--- src/rtl/core/rtpb_pkg.sv ---
`default_nettype none

package rtpb_pkg;

  localparam int unsigned STEP_W = 3;

  typedef logic [STEP_W-1:0] step_t;

  // program addresses
  localparam step_t S_IDLE      = 3'd0;
  localparam step_t S_FIN_CHK   = 3'd1;
  localparam step_t S_TEST      = 3'd2;
  localparam step_t S_EMIT      = 3'd3;
  localparam step_t S_MERGE     = 3'd4;
  localparam step_t S_FIN_TEST  = 3'd5;
  localparam step_t S_FLUSH     = 3'd6;

  typedef enum logic [2:0] {
    OP_NONE,
    OP_LOAD,
    OP_EMIT,
    OP_MERGE,
    OP_FLUSH
  } op_t;

  typedef enum logic [2:0] {
    C_NEVER,
    C_ALWAYS,
    C_NO_ACCEPT,
    C_FIN,
    C_TOTAL_LT8,
    C_FILLED_ZERO
  } cond_t;

  typedef struct packed {
    logic  ready;
    logic  wait_out;
    op_t   op;
    cond_t cond;
    step_t target;
  } ctrl_t;

  localparam logic [7:0] BYTE_ONES = 8'hFF;
  localparam logic [2:0] FILL_MAX  = 3'h7;

  // control store
  function automatic ctrl_t ucode(input step_t s);
    ctrl_t w;
    w = '{ready: 1'b0, wait_out: 1'b0, op: OP_NONE, cond: C_ALWAYS, target: S_IDLE};
    unique case (s)
      S_IDLE:     w = '{1'b1, 1'b0, OP_LOAD,  C_NO_ACCEPT,   S_IDLE};
      S_FIN_CHK:  w = '{1'b0, 1'b0, OP_NONE,  C_FIN,         S_FIN_TEST};
      S_TEST:     w = '{1'b0, 1'b0, OP_NONE,  C_TOTAL_LT8,   S_MERGE};
      S_EMIT:     w = '{1'b0, 1'b1, OP_EMIT,  C_ALWAYS,      S_TEST};
      S_MERGE:    w = '{1'b0, 1'b0, OP_MERGE, C_ALWAYS,      S_IDLE};
      S_FIN_TEST: w = '{1'b0, 1'b0, OP_NONE,  C_FILLED_ZERO, S_IDLE};
      S_FLUSH:    w = '{1'b0, 1'b1, OP_FLUSH, C_ALWAYS,      S_IDLE};
      default:    w = '{1'b0, 1'b0, OP_NONE,  C_ALWAYS,      S_IDLE};
    endcase
    return w;
  endfunction

  // ones in the low n bit positions
  function automatic logic [7:0] low_mask(input logic [2:0] n);
    logic [7:0] m;
    m = '0;
    for (int i = 0; i < 8; i++) begin
      m[i] = (i < int'(n));
    end
    return m;
  endfunction

endpackage

`default_nettype wire

--- src/rtl/core/run_to_packed_bitmap.sv ---
// run_to_packed_bitmap: expands runs of equal bits into a packed byte stream
// input words on in_*: a run length and its bit value in in_tdata, a finish
// flag in in_tuser; a word is taken when in_tvalid and in_tready are high
// result words on out_*: one packed byte in out_tdata, earliest bit in bit 0,
// out_tlast high on the final byte that one input word produces
// a run with no completed byte, and a finish with no pending bits, give nothing
// a finish pads the pending partial byte with zeros, sends it and clears state
// control is a small microprogram: a step counter addresses a control store
// whose words drive the datapath and select conditional jumps
// a run passes the idle and finish check steps, then the test and emit steps
// of the byte loop per completed byte, then merge; a finish passes idle,
// finish check and finish test, then flush when it sends a byte
// in_tready is high only while the sequencer sits at its idle step
// a registered output stage holds the byte; while the receiver stalls, the
// emit or flush step waits and the sequencer holds its place, nothing is lost
// reset (rst_n low, synchronous) empties the partial byte and output stage
// and returns the sequencer to idle
`default_nettype none

module run_to_packed_bitmap #(
  parameter int unsigned RUN_LENGTH_BITS = 9
) (
  input  wire                                     clk,
  input  wire                                     rst_n,
  input  wire                                     in_tvalid,
  output logic                                    in_tready,
  // run_length [RUN_LENGTH_BITS-1:0], bit_value, zero fill to whole bytes
  input  wire  [((RUN_LENGTH_BITS+1+7)/8)*8-1:0]  in_tdata,
  // finish
  input  wire                                     in_tuser,
  output logic                                    out_tvalid,
  input  wire                                     out_tready,
  // packed_byte
  output logic [7:0]                              out_tdata,
  output logic                                    out_tlast
);
  import rtpb_pkg::*;

  localparam int unsigned TOT_W = RUN_LENGTH_BITS + 1;

  // sequencer
  step_t step_r, step_nxt;
  ctrl_t ctrl;

  // datapath
  logic [TOT_W-1:0] total_r, total_nxt;
  logic [7:0]       pend_r, pend_nxt;
  logic [2:0]       filled_r, filled_nxt;
  logic             bit_r, bit_nxt;
  logic             fin_r, fin_nxt;

  // output stage
  logic       ov_r, ov_nxt;
  logic [7:0] odata_r, odata_nxt;
  logic       olast_r, olast_nxt;

  logic in_acc, out_free, out_busy, cond_hit, total_lt8;
  logic [RUN_LENGTH_BITS-1:0] in_len;
  logic [7:0] fill_bits;

  assign ctrl      = ucode(step_r);
  assign in_len    = in_tdata[RUN_LENGTH_BITS-1:0];
  assign in_acc    = in_tvalid && ctrl.ready;
  assign out_free  = !ov_r || out_tready;
  assign out_busy  = !out_free;
  assign total_lt8 = (total_r < TOT_W'(8));
  // the run's bit repeated across the byte
  assign fill_bits = bit_r ? BYTE_ONES : 8'h00;

  always_comb begin
    case (ctrl.cond)
      C_NEVER:       cond_hit = 1'b0;
      C_ALWAYS:      cond_hit = 1'b1;
      C_NO_ACCEPT:   cond_hit = !in_acc;
      C_FIN:         cond_hit = fin_r;
      C_TOTAL_LT8:   cond_hit = total_lt8;
      C_FILLED_ZERO: cond_hit = (filled_r == '0);
      default:       cond_hit = 1'b1;
    endcase
  end

  // next step: hold while waiting on the output stage, else jump or advance
  always_comb begin
    if (ctrl.wait_out && out_busy) begin
      step_nxt = step_r;
    end else if (cond_hit) begin
      step_nxt = ctrl.target;
    end else begin
      step_nxt = step_r + step_t'(1);
    end
  end

  always_comb begin
    total_nxt  = total_r;
    pend_nxt   = pend_r;
    filled_nxt = filled_r;
    bit_nxt    = bit_r;
    fin_nxt    = fin_r;
    ov_nxt     = ov_r && !out_tready;
    odata_nxt  = odata_r;
    olast_nxt  = olast_r;
    unique case (ctrl.op)
      OP_NONE: begin
      end
      OP_LOAD: begin
        if (in_acc) begin
          bit_nxt   = in_tdata[RUN_LENGTH_BITS];
          fin_nxt   = in_tuser;
          // pending bits plus the new run, in bits
          total_nxt = TOT_W'(filled_r) + TOT_W'(in_len);
        end
      end
      OP_EMIT: begin
        if (out_free) begin
          // pending bits low, the run's bit above them
          odata_nxt  = pend_r | (fill_bits & ~low_mask(filled_r));
          olast_nxt  = (total_r < TOT_W'(16));
          ov_nxt     = 1'b1;
          total_nxt  = total_r - TOT_W'(8);
          pend_nxt   = '0;
          filled_nxt = '0;
        end
      end
      OP_MERGE: begin
        // fewer than eight bits left: append them to the partial byte
        filled_nxt = total_r[2:0] & FILL_MAX;
        pend_nxt   = pend_r | (fill_bits & low_mask(total_r[2:0]) & ~low_mask(filled_r));
      end
      OP_FLUSH: begin
        if (out_free) begin
          odata_nxt  = pend_r;
          olast_nxt  = 1'b1;
          ov_nxt     = 1'b1;
          pend_nxt   = '0;
          filled_nxt = '0;
        end
      end
      default: begin
      end
    endcase
  end

  always_ff @(posedge clk) begin
    if (!rst_n) begin
      step_r   <= S_IDLE;
      pend_r   <= '0;
      filled_r <= '0;
      ov_r     <= 1'b0;
    end else begin
      step_r   <= step_nxt;
      pend_r   <= pend_nxt;
      filled_r <= filled_nxt;
      ov_r     <= ov_nxt;
    end
  end

  always_ff @(posedge clk) begin
    total_r <= total_nxt;
    bit_r   <= bit_nxt;
    fin_r   <= fin_nxt;
    odata_r <= odata_nxt;
    olast_r <= olast_nxt;
  end

  assign in_tready  = ctrl.ready;
  assign out_tvalid = ov_r;
  assign out_tdata  = odata_r;
  assign out_tlast  = olast_r;

`ifndef NO_ASSERTIONS
  // partial byte keeps nothing above its filled bits
  a_pend_clean: assert property (@(posedge clk) disable iff (!rst_n)
    (pend_r & ~low_mask(filled_r)) == 8'h00)
    else $error("partial byte has bits above fill count");

  // an accepted word always goes to the finish check next
  a_accept_step: assert property (@(posedge clk) disable iff (!rst_n)
    in_acc |=> step_r == S_FIN_CHK)
    else $error("sequencer left idle to the wrong step");

  // merge only ever sees a remainder below one byte
  a_merge_small: assert property (@(posedge clk) disable iff (!rst_n)
    step_r == S_MERGE |-> total_lt8)
    else $error("merge with a whole byte still pending");

  // the output stage is never overwritten while the receiver stalls
  a_no_overrun: assert property (@(posedge clk) disable iff (!rst_n)
    (ov_r && !out_tready) |=> ov_r && $stable(odata_r) && $stable(olast_r))
    else $error("stalled output byte changed");
`endif

endmodule

`default_nettype wire

--- config.mk ---
export PLATFORM = sky130hd
export DESIGN_NAME = run_to_packed_bitmap
export DESIGN_NICKNAME = d
export VERILOG_FILES = /design/src/rtl/core/rtpb_pkg.sv /design/src/rtl/core/run_to_packed_bitmap.sv
export SDC_FILE = /design/constraint.sdc
export NUM_CORES = 1
export LEC_CHECK = 0
export BUFFER_PORTS_ARGS = -buffer_cell sky130_fd_sc_hd__buf_2
export CAP_MARGIN = 20
export CORE_MARGIN = 10
export CORE_UTILIZATION = 40
export DETAILED_ROUTE_END_ITERATION = 7
export PLACE_DENSITY = 0.63
export SETUP_SLACK_MARGIN = 0.15
export SLEW_MARGIN = 20
export SYNTH_ARGS = -nofsm -noshare
export SYNTH_HDL_FRONTEND = slang
export SYNTH_SLANG_ARGS = --single-unit
export TNS_END_PERCENT = 50
--- constraint.sdc ---
create_clock -name clk -period 2.9 [get_ports clk]
set_clock_uncertainty 0.1 [all_clocks]
set_input_delay 0.87 -clock clk [delete_from_list [all_inputs] [get_ports clk]]
set_output_delay 0.87 -clock clk [all_outputs]
set_load 0.05 [all_outputs]
==> results.py <==
metrics = {
    "clock_network": {
        "clkSinkCount": 35,
        "cts_repair_resize_count": 0,
        "clk_pin_slew_ns": 0.07,
        "clock_path_buffers": 2,
        "clk_latency_ns": 0.29,
        "numCtsBuffers": 5,
        "cts_tree": "yes",
        "cts_root_buf": "clkbuf_8",
        "cts.htree.levels": 2,
        "cts_hold_repair.buffers": 0,
        "cts_setup_buffers": 0,
    },
    "synth": {
        "yosysTopAreaCellShare_pct": 31.2,
        "yosys-top-cells-area": "edfxtp_1 (31%), dfxtp_1 (14%), ha_1 (5.6%)",
        "synth-edff-count": 21,
        "syn_area_per_cell_sq_um": 9.58,
        "syn_inst": 211,
        "synth-warning-count": 0,
        "synth_top_area_cell": "edfxtp_1",
        "syn-num-nets": 242,
        "syn-cell-area_sq_um": 2020,
        "synthArstFlopShare_pct": 0,
        "synth_cell_types": 47,
        "yosys_register_bits": 35,
        "synth_flop_cell": "edfxtp_1",
        "yosysSeqAreaShare_pct": 45.0,
    },
    "floorplanning": {
        "die_x_um": 91.1,
        "die_area_sq_um": 8300,
        "die-height_um": 91.1,
        "std_cell_rows": 25,
        "initial_core_util_pct": 42.0,
        "core_area_sq_um": 4820,
        "io_pins": 32,
    },
    "grt": {
        "antenna_found_initial": 0,
        "grt.overflow.total": 0,
        "grt_usage_pct": 9.78,
        "grt_max_degree": 19,
        "grt_pass1_vias": 1445,
        "grt_pass1_wl_um": 6750,
    },
    "timing": {
        "maxSlewViolCount": 0,
        "worstMarginPinSlew_ns": 0.750,
        "tns_ns": 0,
        "period_needed_ns": 2.57,
        "relSlewSlack_pct": 49.8,
        "fmax_mhz": 389,
        "hold_viol": 0,
        "setup_viol": 0,
        "holdWs_ns": 0.356,
        "rsz0062_at_grt": "false",
        "period_share_pct": 88.6,
        "fin_ws_ns": 0.331,
    },
    "worst_setup_path": {
        "cpLargestDelayFamily": "buffers and inverters",
        "critPathArrivalTime_ns": 1.60,
        "path_buf_inv": 3,
        "end_kind": "primary output",
        "cp.required_ns": 1.93,
        "crit_type": "flip-flop to primary output",
        "crit_path_cell_trace": "inv_1, ha_1, inv_1, nor2_1, buf_2",
        "crit_top_cell": "inv_1",
        "cp-start-kind": "flip-flop",
        "worstPathMaxFanout": 8,
        "slowest_delay_ns": 0.48,
        "worst_path_max_delay_cell": "dfxtp_1",
    },
    "finish": {
        "diodes": 0,
        "area_growth_pct": 15.6,
        "nets": 271,
        "final_cell_mix": "nor2_1 (29), buf_2 (25), nand2_1 (21), edfxtp_1 (21), inv_1 (15)",
        "layout_commonest_cell": "nor2_1",
        "drive_gt1_share_pct": 17.4,
    },
    "job": {
        "cap_violations": 0,
    },
    "hold_path": {
        "min_path_type": "flip-flop to flip-flop",
    },
    "routing": {
        "route.detailed.wl_per_inst_um": 13.0,
        "dr.first_iter.drc_count": 94,
        "viasPerCell": 4.96,
        "vias": 1527,
        "drt_pass1_iterations": 5,
        "route.detailed.drc": 0,
        "drt-total-wl_um": 4010,
        "postRouteAntennaNets": 0,
    },
    "pwr": {
        "p_leak_nw": 0.908,
        "total_power_mw": 2.11,
        "irDropWorstVdd_mv": 0.309,
        "p_per_area_nw_per_um2": 903,
    },
    "run_status": {
        "status": "finished, final reports clean",
    },
    "placed_design": {
        "place_ws_ns": 0.327,
        "io_buffers": 25,
        "gp_congestion": 0.814,
        "dp_hpwl_um": 3030,
    },
}
==> through the flow <==
stage               area, sq um  cells  util (%)
finish                     2340    308      48.5
global route               2340    308      48.5
CTS                        2340    308      48.5
detailed placement         2200    300      45.8
global placement           2200    300      45.8
floorplan                  2020    211         -
==> registers in the layout, indices dropped and copies added (netlist names) <==
| name | cells |
|---|---|
| total_r | 10 |
| out_tvalid | 1 |
| out_tdata | 8 |
| out_tlast | 1 |
| step_r | 3 |
| pend_r | 7 |
| fin_r | 1 |
| filled_r | 3 |
| bit_r | 1 |
==> Yosys cell counts (3+ instances only) <==
| master | number |
|---|---|
| nor2_1 | 29 |
| nand2b_1 | 3 |
| ha_1 | 9 |
| edfxtp_1 | 21 |
| a21oi_1 | 8 |
| a22oi_1 | 3 |
| xnor2_1 | 7 |
| a31oi_1 | 5 |
| nor2b_1 | 4 |
| buf_2 | 3 |
| nand2_1 | 21 |
| a21o_1 | 7 |
| dfxtp_1 | 14 |
| nor3_1 | 5 |
| buf_6 | 3 |
| nand3_1 | 4 |
| inv_1 | 15 |
| xor2_1 | 6 |
| o21ai_0 | 10 |
| nor3_2 | 3 |
==> worst paths after layout <==
path / start / end / slack [ns] / cells after the start
hold reg to reg: pend_r[4]$_SDFFE_PN0P_ / pend_r[4]$_SDFFE_PN0P_ / 0.36 / 2
setup reg to reg: step_r[0]$_SDFFE_PN0N_ / step_r[0]$_SDFFE_PN0N_ / 0.54 / 8
setup / recovery: step_r[0]$_SDFFE_PN0N_ / in_tready / 0.33 / 5
hold / removal: pend_r[4]$_SDFFE_PN0P_ / pend_r[4]$_SDFFE_PN0P_ / 0.36 / 2
==> cell type report <==
cell class | count | area, sq um
Clock buffer | 6 | 72.6
Multi-Input combinational cell | 155 | 1010
Clock inverter | 2 | 60.1
Tap cell | 67 | 83.8
Sequential cell | 35 | 911
Fill cell | 489 | 2480
Timing Repair Buffer | 28 | 148
Inverter | 15 | 56.3
==> routing by layer <==
metal  GRT usage [%]  vias to the layer above  part of all wire (%)
met4            3.92                        0                   1.6
met3            3.46                        4                   5.2
met2            15.2                       40                    45
li1                -                      806                     -
met5               0                        -                     0
met1            12.1                      677                    48
==> worst register-to-register path, cell delays in order, from the launching register on <==
cell	delay [ns]
dfxtp_1	0.48
inv_1	0.13
ha_1	0.22
buf_4	0.18
nor4b_1	0.25
a21oi_1	0.09
a211oi_1	0.40
nor4_1	0.12
o31a_1	0.29
==> report_power, final <==
group / switching [mW] / internal [mW] / total [mW]
Clock: 0.177 / 0.344 / 0.521
Sequential: 0.145 / 0.681 / 0.826
Combinational: 0.457 / 0.306 / 0.763
==> cell families (layout without fill, tap and decap cells) <==
logic type / count (synthesis) / after routing / synth area share, %
mux: 2 / 2 / 1.18
simple gates: 85 / 85 / 21.3
xor+xnor: 13 / 13 / 5.63
buf+inv: 21 / 51 / 5.20
compound gates: 45 / 45 / 15.1
fa+ha+maj: 10 / 10 / 6.56
flops: 35 / 35 / 45.0
Power figures use the tool's default switching activity.
